**src/design/dpsi_pkg.sv**
```systemverilog
// package for the dump packet stream indexer
// shared types, record and error codes, signature tables; no dependencies
package dpsi_pkg;

  localparam int PosBits   = 48;
  localparam int FrameBits = 32;

  typedef enum logic [1:0] {
    KIND_FRAME   = 2'd0,
    KIND_SUMMARY = 2'd1,
    KIND_ERROR   = 2'd2
  } kind_t;

  typedef enum logic [2:0] {
    ERR_NONE      = 3'd0,
    ERR_SIGNATURE = 3'd1,
    ERR_TABLE     = 3'd2,
    ERR_SPECIAL   = 3'd3,
    ERR_VARLEN    = 3'd4,
    ERR_TRUNCATED = 3'd5,
    ERR_NO_VIDEO  = 3'd6,
    ERR_OVERSIZE  = 3'd7
  } err_t;

  typedef enum logic [3:0] {
    PH_CHAN   = 4'd0,
    PH_TAG    = 4'd1,
    PH_MAGIC  = 4'd2,
    PH_NCH    = 4'd3,
    PH_ENTRY  = 4'd4,
    PH_NAME   = 4'd5,
    PH_TS     = 4'd6,
    PH_MINOR  = 4'd7,
    PH_VARLEN = 4'd8,
    PH_DIMS   = 4'd9,
    PH_SKIP   = 4'd10
  } phase_t;

  typedef struct packed {
    logic [7:0] data_byte;
    logic       end_of_file;
  } in_word_t;

  typedef struct packed {
    kind_t                record_kind;
    err_t                 error_code;
    logic [FrameBits-1:0] frame_index;
    logic [PosBits-1:0]   packet_offset;
    logic [63:0]          frame_timestamp;
    logic [15:0]          frame_width;
    logic [15:0]          frame_height;
    logic [15:0]          largest_width;
    logic [15:0]          largest_height;
  } rec_t;

  function automatic logic [7:0] sig_byte(input logic [3:0] i);
    logic [7:0] r;
    case (i)
      4'd0, 4'd1: r = 8'hff;
      4'd2: r = "J";  4'd3: r = "P";  4'd4: r = "C";  4'd5: r = "R";
      4'd6: r = "R";  4'd7: r = "M";  4'd8: r = "U";  4'd9: r = "L";
      4'd10: r = "T"; 4'd11: r = "I"; 4'd12: r = "D"; 4'd13: r = "U";
      4'd14: r = "M";
      default: r = "P";
    endcase
    return r;
  endfunction

  function automatic logic [7:0] magic_byte(input logic [3:0] i);
    logic [7:0] r;
    case (i)
      4'd0: r = "R"; 4'd1: r = "M"; 4'd2: r = "U"; 4'd3: r = "L";
      4'd4: r = "T"; 4'd5: r = "I"; 4'd6: r = "D"; 4'd7: r = "U";
      4'd8: r = "M";
      default: r = "P";
    endcase
    return r;
  endfunction

endpackage

```
**src/design/dpsi_front.sv**
```systemverilog
// front end: input word queue holding data bytes and end markers
// depends on dpsi_pkg
module dpsi_front (
  input  logic              clk,
  input  logic              rst,
  input  logic              push,
  output logic              full,
  input  dpsi_pkg::in_word_t wr_word,
  output logic              q_valid,
  input  logic              q_take,
  output dpsi_pkg::in_word_t q_word
);
  import dpsi_pkg::*;

  in_word_t    mem [4];
  logic [1:0]  wr_ptr, rd_ptr;
  logic [2:0]  count;
  logic        do_wr, do_rd;

  assign full    = (count == 3'd4);
  assign q_valid = (count != 3'd0);
  assign q_word  = mem[rd_ptr];
  assign do_wr   = push && !full;
  assign do_rd   = q_take && q_valid;

  always_ff @(posedge clk) begin
    if (do_wr) begin
      mem[wr_ptr] <= wr_word;
    end
  end

  always_ff @(posedge clk) begin
    if (rst) begin
      wr_ptr <= '0;
      rd_ptr <= '0;
      count  <= '0;
    end else begin
      if (do_wr) wr_ptr <= wr_ptr + 2'd1;
      if (do_rd) rd_ptr <= rd_ptr + 2'd1;
      count <= count + {2'd0, do_wr} - {2'd0, do_rd};
    end
  end
endmodule

```
**src/design/dpsi_parser.sv**
```systemverilog
// back end: packet parser state machine producing frame, summary and error records
// depends on dpsi_pkg
module dpsi_parser (
  input  logic               clk,
  input  logic               rst,
  input  logic               in_valid,
  output logic               in_take,
  input  dpsi_pkg::in_word_t in_word,
  output logic               rec_valid,
  input  logic               rec_ready,
  output dpsi_pkg::rec_t     rec
);
  import dpsi_pkg::*;

  phase_t              phase, phase_next;
  logic [3:0]          fcnt, fcnt_next;
  logic [15:0]         chan, chan_next;
  logic [31:0]         tag, tag_next;
  logic [63:0]         ts_off, ts_off_next;
  logic [63:0]         cur_ts, cur_ts_next;
  logic [15:0]         vid_chan, vid_chan_next;
  logic                vid_ok, vid_ok_next;
  logic [15:0]         ent_left, ent_left_next;
  logic [15:0]         ent_idx, ent_idx_next;
  logic [15:0]         ent_type, ent_type_next;
  logic [15:0]         name_left, name_left_next;
  logic [PosBits-1:0]  len_acc, len_acc_next;
  logic [PosBits-1:0]  pay_left, pay_left_next;
  logic [PosBits-1:0]  pos, pos_next;
  logic [PosBits-1:0]  pkt_start, pkt_start_next;
  logic [FrameBits-1:0] frames, frames_next;
  logic [15:0]         wtemp, wtemp_next;
  logic [15:0]         max_w, max_w_next;
  logic [15:0]         max_h, max_h_next;
  logic                halted, halted_next;
  logic                past_sig, past_sig_next;

  logic                emit;
  rec_t                rec_d;
  logic [7:0]          b;
  logic [15:0]         nleft;
  logic [15:0]         h;
  logic [PosBits-1:0]  acc_new;

  assign in_take = in_valid && (!rec_valid || rec_ready);
  assign b = in_word.data_byte;

  always_comb begin
    phase_next = phase; fcnt_next = fcnt; chan_next = chan; tag_next = tag;
    ts_off_next = ts_off; cur_ts_next = cur_ts; vid_chan_next = vid_chan;
    vid_ok_next = vid_ok; ent_left_next = ent_left; ent_idx_next = ent_idx;
    ent_type_next = ent_type; name_left_next = name_left; len_acc_next = len_acc;
    pay_left_next = pay_left; pos_next = pos; pkt_start_next = pkt_start;
    frames_next = frames; wtemp_next = wtemp; max_w_next = max_w;
    max_h_next = max_h; halted_next = halted; past_sig_next = past_sig;
    emit = 1'b0;
    nleft = '0;
    h = '0;
    acc_new = '0;
    rec_d = '{KIND_ERROR, ERR_NONE, frames, pos, cur_ts, 16'd0, 16'd0, max_w, max_h};

    if (in_word.end_of_file) begin
      if (!halted) begin
        emit = 1'b1;
        rec_d.record_kind = KIND_ERROR;
        if (!past_sig) rec_d.error_code = ERR_SIGNATURE;
        else if (phase == PH_TAG || phase == PH_DIMS || phase == PH_SKIP)
          rec_d.error_code = ERR_TRUNCATED;
        else if (phase == PH_MAGIC || phase == PH_NCH || phase == PH_ENTRY ||
                 phase == PH_NAME)
          rec_d.error_code = ERR_TABLE;
        else if (phase == PH_TS || phase == PH_MINOR || phase == PH_VARLEN)
          rec_d.error_code = ERR_VARLEN;
        else if (frames == '0) rec_d.error_code = ERR_NO_VIDEO;
        else rec_d.record_kind = KIND_SUMMARY;
      end
      phase_next = PH_CHAN; fcnt_next = '0; chan_next = '0; tag_next = '0;
      ts_off_next = '0; cur_ts_next = '0; vid_chan_next = '0; vid_ok_next = 1'b0;
      ent_left_next = '0; ent_idx_next = '0; ent_type_next = '0;
      name_left_next = '0; len_acc_next = '0; pay_left_next = '0; pos_next = '0;
      pkt_start_next = '0; frames_next = '0; wtemp_next = '0; max_w_next = '0;
      max_h_next = '0; halted_next = 1'b0; past_sig_next = 1'b0;
    end else if (!halted) begin
      pos_next = pos + 1'b1;
      rec_d.record_kind = KIND_ERROR;
      if (!past_sig && b != sig_byte(pos[3:0])) begin
        emit = 1'b1; rec_d.error_code = ERR_SIGNATURE;
      end else begin
        if (!past_sig && pos >= PosBits'(15)) past_sig_next = 1'b1;
        unique case (phase)
          PH_CHAN: begin
            chan_next = {chan[7:0], b};
            if (fcnt == 4'd1) begin
              fcnt_next = '0; tag_next = '0;
              phase_next = ({chan[7:0], b} == 16'hffff) ? PH_TAG : PH_TS;
            end else fcnt_next = fcnt + 4'd1;
          end
          PH_TAG: begin
            tag_next = {tag[23:0], b};
            if (fcnt == 4'd3) begin
              fcnt_next = '0;
              if ({tag[23:0], b} == 32'hffffffff) begin
                ts_off_next = ts_off + 64'hffffffff; phase_next = PH_CHAN;
              end else if ({tag[23:0], b} == 32'h4a504352) phase_next = PH_MAGIC;
              else begin emit = 1'b1; rec_d.error_code = ERR_SPECIAL; end
            end else fcnt_next = fcnt + 4'd1;
          end
          PH_MAGIC: begin
            if (b != magic_byte(fcnt)) begin
              emit = 1'b1; rec_d.error_code = ERR_TABLE;
            end else if (fcnt == 4'd9) begin
              fcnt_next = '0; ent_left_next = '0; phase_next = PH_NCH;
            end else fcnt_next = fcnt + 4'd1;
          end
          PH_NCH: begin
            ent_left_next = {ent_left[7:0], b};
            if (fcnt == 4'd1) begin
              fcnt_next = '0; ent_idx_next = '0; vid_ok_next = 1'b0;
              if ({ent_left[7:0], b} == 16'd0) begin
                emit = 1'b1; rec_d.error_code = ERR_TABLE;
              end else phase_next = PH_ENTRY;
            end else fcnt_next = fcnt + 4'd1;
          end
          PH_ENTRY: begin
            if (fcnt == 4'd2 || fcnt == 4'd3) ent_type_next = {ent_type[7:0], b};
            else if (fcnt >= 4'd4) name_left_next = {name_left[7:0], b};
            if (fcnt == 4'd5) begin
              fcnt_next = '0;
              if (ent_type == 16'd0) begin
                vid_chan_next = ent_idx; vid_ok_next = 1'b1;
              end
              if ({name_left[7:0], b} == 16'd0) begin
                ent_idx_next = ent_idx + 16'd1;
                ent_left_next = ent_left - 16'd1;
                if (ent_left == 16'd1) begin
                  if (!(vid_ok || ent_type == 16'd0)) begin
                    emit = 1'b1; rec_d.error_code = ERR_TABLE;
                  end else phase_next = PH_CHAN;
                end
              end else phase_next = PH_NAME;
            end else fcnt_next = fcnt + 4'd1;
          end
          PH_NAME: begin
            nleft = name_left - 16'd1;
            name_left_next = nleft;
            if (nleft == 16'd0) begin
              phase_next = PH_ENTRY;
              ent_idx_next = ent_idx + 16'd1;
              ent_left_next = ent_left - 16'd1;
              if (ent_left == 16'd1) begin
                if (!vid_ok) begin
                  emit = 1'b1; rec_d.error_code = ERR_TABLE;
                end else phase_next = PH_CHAN;
              end
            end
          end
          PH_TS: begin
            tag_next = {tag[23:0], b};
            if (fcnt == 4'd3) begin
              fcnt_next = '0;
              cur_ts_next = {32'd0, tag[23:0], b} + ts_off;
              pkt_start_next = pos + 1'b1;
              phase_next = PH_MINOR;
            end else fcnt_next = fcnt + 4'd1;
          end
          PH_MINOR: begin
            len_acc_next = '0; phase_next = PH_VARLEN;
          end
          PH_VARLEN: begin
            acc_new = {len_acc[PosBits-8:0], b[6:0]};
            if (len_acc[PosBits-1:PosBits-7] != '0) begin
              emit = 1'b1; rec_d.error_code = ERR_OVERSIZE;
            end else begin
              len_acc_next = acc_new;
              if (!b[7]) begin
                if (vid_ok && chan == vid_chan) begin
                  if (acc_new < PosBits'(4)) begin
                    emit = 1'b1; rec_d.error_code = ERR_TRUNCATED;
                  end else begin
                    pay_left_next = acc_new - PosBits'(4);
                    tag_next = '0; fcnt_next = '0; phase_next = PH_DIMS;
                  end
                end else if (acc_new == '0) phase_next = PH_CHAN;
                else begin
                  pay_left_next = acc_new; phase_next = PH_SKIP;
                end
              end
            end
          end
          PH_DIMS: begin
            tag_next = {tag[23:0], b};
            if (fcnt == 4'd1) wtemp_next = {tag[7:0], b};
            if (fcnt == 4'd3) begin
              h = {tag[7:0], b};
              fcnt_next = '0;
              if (wtemp > max_w) max_w_next = wtemp;
              if (h > max_h) max_h_next = h;
              emit = 1'b1;
              rec_d = '{KIND_FRAME, ERR_NONE, frames, pkt_start, cur_ts, wtemp, h,
                        (wtemp > max_w) ? wtemp : max_w, (h > max_h) ? h : max_h};
              frames_next = frames + 1'b1;
              phase_next = (pay_left != '0) ? PH_SKIP : PH_CHAN;
            end else fcnt_next = fcnt + 4'd1;
          end
          PH_SKIP: begin
            pay_left_next = pay_left - 1'b1;
            if (pay_left == PosBits'(1)) phase_next = PH_CHAN;
          end
          default: phase_next = PH_CHAN;
        endcase
        if (emit && rec_d.record_kind == KIND_ERROR) halted_next = 1'b1;
      end
      if (emit && rec_d.error_code == ERR_SIGNATURE) halted_next = 1'b1;
    end
  end

  always_ff @(posedge clk) begin
    if (rst) begin
      phase <= PH_CHAN; fcnt <= '0; chan <= '0; tag <= '0; ts_off <= '0;
      cur_ts <= '0; vid_chan <= '0; vid_ok <= 1'b0; ent_left <= '0;
      ent_idx <= '0; ent_type <= '0; name_left <= '0; len_acc <= '0;
      pay_left <= '0; pos <= '0; pkt_start <= '0; frames <= '0; wtemp <= '0;
      max_w <= '0; max_h <= '0; halted <= 1'b0; past_sig <= 1'b0;
      rec_valid <= 1'b0;
    end else begin
      if (in_take) begin
        phase <= phase_next; fcnt <= fcnt_next; chan <= chan_next; tag <= tag_next;
        ts_off <= ts_off_next; cur_ts <= cur_ts_next; vid_chan <= vid_chan_next;
        vid_ok <= vid_ok_next; ent_left <= ent_left_next; ent_idx <= ent_idx_next;
        ent_type <= ent_type_next; name_left <= name_left_next;
        len_acc <= len_acc_next; pay_left <= pay_left_next; pos <= pos_next;
        pkt_start <= pkt_start_next; frames <= frames_next; wtemp <= wtemp_next;
        max_w <= max_w_next; max_h <= max_h_next; halted <= halted_next;
        past_sig <= past_sig_next;
      end
      if (in_take) rec_valid <= emit;
      else if (rec_ready) rec_valid <= 1'b0;
    end
  end

  always_ff @(posedge clk) begin
    if (in_take && emit) rec <= rec_d;
  end
endmodule

```
**src/design/dpsi_out_queue.sv**
```systemverilog
// result queue: holds records until popped
// depends on dpsi_pkg
module dpsi_out_queue (
  input  logic           clk,
  input  logic           rst,
  input  logic           wr_valid,
  output logic           wr_ready,
  input  dpsi_pkg::rec_t wr_rec,
  output logic           empty,
  input  logic           pop,
  output dpsi_pkg::rec_t rd_rec
);
  import dpsi_pkg::*;

  rec_t       mem [2];
  logic       wr_ptr, rd_ptr;
  logic [1:0] count;
  logic       do_wr, do_rd;

  assign wr_ready = (count != 2'd2);
  assign empty    = (count == 2'd0);
  assign rd_rec   = mem[rd_ptr];
  assign do_wr    = wr_valid && wr_ready;
  assign do_rd    = pop && !empty;

  always_ff @(posedge clk) begin
    if (do_wr) mem[wr_ptr] <= wr_rec;
  end

  always_ff @(posedge clk) begin
    if (rst) begin
      wr_ptr <= 1'b0;
      rd_ptr <= 1'b0;
      count  <= '0;
    end else begin
      if (do_wr) wr_ptr <= ~wr_ptr;
      if (do_rd) rd_ptr <= ~rd_ptr;
      count <= count + {1'b0, do_wr} - {1'b0, do_rd};
    end
  end
endmodule

```
**src/design/dump_packet_stream_indexer.sv**
```systemverilog
// top level of the dump packet stream indexer
// depends on dpsi_pkg, dpsi_front, dpsi_parser, dpsi_out_queue
// One byte of the dump file (or the end marker) is taken per clock cycle
// while the input queue is not full; the parser handles one byte per cycle
// while the result queue has room. A four-entry input queue feeds the parser
// and a two-entry result queue follows it; records reach the result ports
// through the input queue, the parser's record register and result queue.
module dump_packet_stream_indexer (
  input  logic        clk,
  input  logic        rst,
  input  logic        push,
  output logic        full,
  input  logic [7:0]  data_byte,
  input  logic        end_of_file,
  output logic        empty,
  input  logic        pop,
  output logic [1:0]  record_kind,
  output logic [2:0]  error_code,
  output logic [31:0] frame_index,
  output logic [47:0] packet_offset,
  output logic [63:0] frame_timestamp,
  output logic [15:0] frame_width,
  output logic [15:0] frame_height,
  output logic [15:0] largest_width,
  output logic [15:0] largest_height
);
  import dpsi_pkg::*;

  in_word_t w_in, w_q;
  logic     q_valid, q_take;
  logic     r_valid, r_ready;
  rec_t     r_rec, o_rec;

  assign w_in = '{data_byte, end_of_file};

  dpsi_front u_front (
    .clk, .rst, .push, .full, .wr_word(w_in),
    .q_valid, .q_take, .q_word(w_q)
  );

  dpsi_parser u_parser (
    .clk, .rst, .in_valid(q_valid), .in_take(q_take), .in_word(w_q),
    .rec_valid(r_valid), .rec_ready(r_ready), .rec(r_rec)
  );

  dpsi_out_queue u_outq (
    .clk, .rst, .wr_valid(r_valid), .wr_ready(r_ready), .wr_rec(r_rec),
    .empty, .pop, .rd_rec(o_rec)
  );

  assign record_kind     = o_rec.record_kind;
  assign error_code      = o_rec.error_code;
  assign frame_index     = o_rec.frame_index;
  assign packet_offset   = o_rec.packet_offset;
  assign frame_timestamp = o_rec.frame_timestamp;
  assign frame_width     = o_rec.frame_width;
  assign frame_height    = o_rec.frame_height;
  assign largest_width   = o_rec.largest_width;
  assign largest_height  = o_rec.largest_height;
endmodule

```
**config.mk**
```make
export PLATFORM = sky130hd
export DESIGN_NAME = dump_packet_stream_indexer
export DESIGN_NICKNAME = d
export VERILOG_FILES = /design/src/design/dpsi_pkg.sv /design/src/design/dpsi_front.sv /design/src/design/dpsi_parser.sv /design/src/design/dpsi_out_queue.sv /design/src/design/dump_packet_stream_indexer.sv
export SDC_FILE = /design/constraint.sdc
export NUM_CORES = 2
export LEC_CHECK = 0
export BUFFER_PORTS_ARGS = -buffer_cell sky130_fd_sc_hd__clkbuf_2
export CAP_MARGIN = 0
export CORE_MARGIN = 8
export CORE_UTILIZATION = 35
export CTS_BUF_LIST = sky130_fd_sc_hd__clkbuf_16
export DETAILED_ROUTE_END_ITERATION = 8
export HOLD_SLACK_MARGIN = 0.15
export PLACE_DENSITY = 0.48
export SETUP_SLACK_MARGIN = 0.2
export SLEW_MARGIN = 10
export SYNTH_ARGS = -nofsm -noshare
export SYNTH_HDL_FRONTEND = slang
export SYNTH_HIERARCHICAL = 1
export SYNTH_SLANG_ARGS = --single-unit
```
**constraint.sdc**
```tcl
create_clock -name clk -period 25.1 [get_ports clk]
set_input_delay 5.02 -clock clk [delete_from_list [all_inputs] [get_ports clk]]
set_output_delay 5.02 -clock clk [all_outputs]
set_load 0.02 [all_outputs]
```
Yosys cells after proc, flatten, opt, wreduce, memory -nomap -nowiden --
Memories as Yosys holds them, arrays and structs flattened. A register that Yosys moved wholly into a read port is not among the register bits. Cells that the tools add are included. Widths: inputs -> output; s select.
Storage, ports and cells: flip-flop bits (word level) 756, bits of input ports 13, output and inout bits 215, ROM bits 192, memories kept 4, bits in writable memories 462, word-level logic and storage cells 448
Memories:
- u_outq.mem | words 2, bits a word 213, read ports 1, clocked after Yosys merged registers in 1, wr ports 1, RTL line dpsi_out_queue.sv:15 | rec_t mem [2];
- (name not given) | words 16, bits a word 7, read ports 1, clocked after Yosys merged registers in 1, wr ports 0, RTL line dpsi_pkg.sv:58 | case (i)
- (name not given) | words 16, bits a word 5, read ports 1, clocked after Yosys merged registers in 1, wr ports 0, RTL line dpsi_pkg.sv:71 | case (i)
- u_front.mem | words 4, bits a word 9, read ports 1, clocked after Yosys merged registers in 1, wr ports 1, RTL line dpsi_front.sv:15 | in_word_t mem [4];
Cells by class: magnitude comparators 5, reductions and logical operators 78, mux-type cells 250, bitwise gates (word level) 4, add/sub/neg operators 16, equal/unequal tests 53
Operators by type and width (count):
- $mux 48 | 19
- $mux 16 | 52
- $mux 64 | 11
- $mux 208 | 3
- $mux 213 | 2
- $mux 24 | 8
- $pmux 48 s2 | 2
- $mux 4 | 42
- $mux 32 | 5
- $pmux 24 s3 | 1
- $mux 3 | 22
- $add 32x64->64 | 1
- $add 64x32->64 const B | 1
- $logic_not 16->1 | 4
- $pmux 16 s4 | 1
- $ne 3x3->1 const B | 18
- $mux 1 | 50
- $add 48x1->48 const B | 1
- $eq 48x1->1 const B | 1
- $ge 48x4->1 const B | 1
- $logic_not 48->1 | 1
- $lt 48x3->1 const B | 1
- $mux 8 | 6
- $pmux 16 s3 | 1
- other kinds (62) | 152

Logic depth before layout (Yosys ltp) --
word-level depth 20, gate-level depth with buffers 15, depth with buffers taken out 13

Modules after synthesis --
Netlist, hierarchy kept.
By module, submodules not included:
- dpsi_parser | area each 36947.9 um^2, instances 1, cells each 4276, sequential area each 17266.6 um^2
- dpsi_out_queue | area each 16299.4 um^2, instances 1, cells each 687, sequential area each 12892.4 um^2
- dpsi_front | area each 1775.5 um^2, instances 1, cells each 96, sequential area each 1261.2 um^2

Worst setup path before layout --
No wires, ideal clock.
path type reg-to-reg, start point register with a tool-made name, end point register u_parser/rec[0] (netlist bit), enable pin, cell stages (with the launch flop) 13, library setup time 1.102 ns, path slack 5.649 ns, clock period less this slack 19.451 ns, arrival time 18.349 ns, required time 23.998 ns, cell sequence dfxtp_1 buf_4 mux4_2 clkbuf_1 inv_1 ha_1 nor3b_1 nand4_1 inv_1 a32oi_1 o31a_1 and4_1 a211oi_1
RTL lines:
- to (signal assigned) | RTL line dpsi_parser.sv:242 | if (in_take && emit) rec <= rec_d;
- to (decl) | RTL line dpsi_parser.sv:11 | output dpsi_pkg::rec_t rec

==> flow_metrics.py <==
metrics = {
    "power": {
        "p_switching_uw": 2587,
        "peakVddDrop_uv": 77.76,
        "leakagePower_uw": 0.02244,
        "intPower_uw": 4543,
        "power_frac_comb_pct": 30.6,
        "power_switching_share_pct": 36.28,
        "seqPwrFrac_pct": 40.7,
        "power_density_mw_per_mm2": 113.6,
        "pwr-share-clk_pct": 28.7,
    },
    "place": {
        "numPortBuffers": 227,
        "dpl.hpwl_um": 102800,
        "gp_congestion": 0.8327,
        "dp_cells": 7112,
    },
    "worst_setup_path": {
        "crit_required_ns": 20.08,
        "reg2reg_to": "u_parser/rec[177]",
        "ff2ff_setup_slack_ns": 17.99,
        "reg2reg_depth": 12,
        "worst-path-max-fanout": 56,
        "slowest_delay_ns": 0.85,
        "end_kind": "output port",
        "crit_arrival_ns": 4.24,
        "crit_path_frequent_cell": "buf_4",
        "cpMaxStageDelayCell": "buf_4",
        "start_kind": "flip-flop",
        "setup.worst_path.class": "reg -> out",
        "crit_chain": "buf_4 -> buf_4 -> buf_4 -> mux2_2 -> clkbuf_2",
    },
    "clock_tree": {
        "postCtsSetupBuffers": 0,
        "cts_buffers": 140,
        "ctsResizeCount": 0,
        "clk_pin_slew_ns": 0.06,
        "clockRootBuffer": "clkbuf_16",
        "insertion_delay_ns": 0.78,
        "ctsHtreeMaxLevel": 4,
        "tritoncts": "built",
        "hold_buffers": 0,
        "clock_tree.buffer_depth": 3,
        "clock-sinks": 1232,
    },
    "worst_hold_path": {
        "min_from": "u_parser/rec[19]",
        "min_path_type": "reg -> reg",
        "holdPathEnd": "u_outq/mem[0][19]",
        "worstHoldPathCells": 0,
    },
    "finish": {
        "layout_commonest_cell": "edfxtp_1",
        "nets": 5308,
        "fill_cells": 15190,
        "final_cell_mix": "edfxtp_1 (675), nand2_1 (629), dfxtp_1 (556)",
        "diodes": 0,
        "layout-drive-gt1-share_pct": 15.32,
        "syn_to_final_growth_pct": 14.04,
        "layout.cells.non_filler": 7372,
    },
    "floorplan": {
        "die_x_um": 412.5,
        "core_area_mm2": 0.1562,
        "initial_core_util_pct": 35.22,
        "die_height_um": 412.5,
        "die_area_mm2": 0.1702,
        "ioPinCount": 228,
        "rows": 145,
    },
    "logic_synthesis": {
        "synth_area_mm2": 0.05502,
        "syn_area_per_cell_um2": 10.88,
        "yosys_warnings": 6,
        "ys_types": 98,
        "synth-async-reset-ratio_pct": 0,
        "ys_ff_latch": 1232,
        "syn_nets": 5171,
        "synthCells": 5059,
        "dominantRegCellSynth": "edfxtp_1",
        "synth-edff-count": 675,
        "yosysSeqAreaShare_pct": 57.10,
    },
    "grt": {
        "first_global_vias": 37470,
        "grt_max_degree": 147,
        "grt_overflow": 0,
        "grt_pass1_wl_um": 233400,
        "grt_antenna_before_repair": 1,
        "track_usage_pct": 17.42,
    },
    "timing": {
        "tightestPinTransition_ns": 1.260,
        "fmax_mhz": 108.0,
        "timing.slew.headroom_pct": 16.02,
        "report.final.setup_viol": 0,
        "hold_viol": 0,
        "rsz0062_at_grt": "no",
        "fin_crit_sh_pct": 36.88,
        "fin_skew_ns": 0.03877,
        "slew_violations": 0,
        "setup_tns_ns": 0,
        "timing.final.crit_period_ns": 9.256,
    },
    "drt": {
        "drtAntennaViolNets": 0,
        "finalWirelength_um": 152900,
        "routedWlPerCell_um": 20.74,
        "drc": 0,
        "routed-wl-met2_um": 73720,
        "top_layer_used": "met4",
        "wl_met3_um": 6644,
        "first_iter_violations": 2750,
        "firstDrtPassIters": 5,
        "drt-met1-wl_um": 68870,
        "drt-vias-per-instance": 5.222,
        "vias": 38500,
    },
    "job": {
        "maxCapViolCount": 0,
    },
    "status": {
        "outcome": "finished, final reports clean",
    },
}
state kept, by name (all words and copies together) (netlist names), 32 cells and up, named ones only:
signal              count
u_parser/pay_left      48
u_parser/cur_ts        64
u_parser/frames        32
u_parser/len_acc       48
u_outq/mem            426
u_parser/pkt_start     48
u_front/mem            36
u_parser/rec          213
u_parser/pos           48
u_parser/ts_off        64
worst max path at each step:
| stage | endpoint | slack [ns] | cells after the start |
|---|---|---|---|
| floorplan | u_parser/rec[0] | 5.65 | 12 |
| global placement | frame_height[2] | 16.66 | 5 |
| detailed placement | largest_height[0] | 16.55 | 5 |
| CTS | largest_height[0] | 15.72 | 5 |
| global route | largest_height[0] | 15.62 | 5 |
| finish | largest_height[0] | 15.84 | 5 |
power groups by stage:
stage | Combinational [uW] | Clock, uW | Sequential [uW]
2_1_floorplan | 1520 | 0 | 2960
3_3_place_gp | 2200 | 0 | 2950
3_5_place_dp | 2200 | 0 | 2950
4_1_cts | 2210 | 2110 | 2910
5_1_grt | 2370 | 2190 | 2940
6_report | 2180 | 2050 | 2900
cells in the mapped netlist, types with 67 or more instances:
cell | count | share of area [%]
xnor2_1 | 145 | 2.3
or3_1 | 67 | 0.76
clkbuf_1 | 245 | 1.7
ha_1 | 97 | 2.2
mux2_4 | 170 | 4.6
inv_1 | 95 | 0.65
nor3_1 | 150 | 1.4
dfxtp_1 | 557 | 20
a21oi_1 | 369 | 3.4
nor2_1 | 411 | 2.8
nand3_1 | 200 | 1.8
nor4_1 | 87 | 0.99
xor2_1 | 138 | 2.2
o21ai_0 | 217 | 2.0
edfxtp_1 | 675 | 37
nand2_1 | 630 | 4.3
metrics by stage:
stage               utilization (%)  power (uW)  instance area, um^2  hold slack (ns)  worst slack (ns)
floorplan                         -        4483                55020           0.4081             5.649
global placement              37.20        5143                58100           0.4117             16.66
detailed placement            37.20        5156                58110           0.4146             16.55
CTS                           40.17        7233                62740           0.4258             15.72
global route                  40.17        7508                62750           0.4362             15.62
finish                        40.17        7130                62750           0.4269             15.84
metal layers:
layer,global-route usage (%),vias to the layer above
met3,2.957,221
met4,4.866,0
met2,29.49,818
li1,-,18590
met1,22.96,18870
met5,0,-
logic make-up (layout without fill, tap and decap cells):
family,Yosys count,after routing,share of synthesized area [%]
buf+inv,396,651,3.054
xor+xnor,283,283,4.505
compound gates,920,920,10.30
flops,1232,1232,57.10
mux,261,261,6.665
simple gates,1868,1868,16.09
fa+ha+maj,99,99,2.279
critical path: cells and delay by family (launching register included):
kind	cells	cell delay, ns
flip-flops	1	0.54
multiplexers	1	0.42
buffers and inverters	4	2.37
cell type report:
cell class | instances | area, um^2 | share of cell area, %
Sequential cell | 1232 | 31420 | 50.08
Multi-Input combinational cell | 3431 | 22070 | 35.17
Clock buffer | 142 | 3553 | 5.663
Tap cell | 2058 | 2575 | 4.104
Timing Repair Buffer | 296 | 1689 | 2.692
Clock inverter | 118 | 1081 | 1.723
Inverter | 95 | 356.6 | 0.5683
No activity file was read; power rests on OpenSTA's default activity.
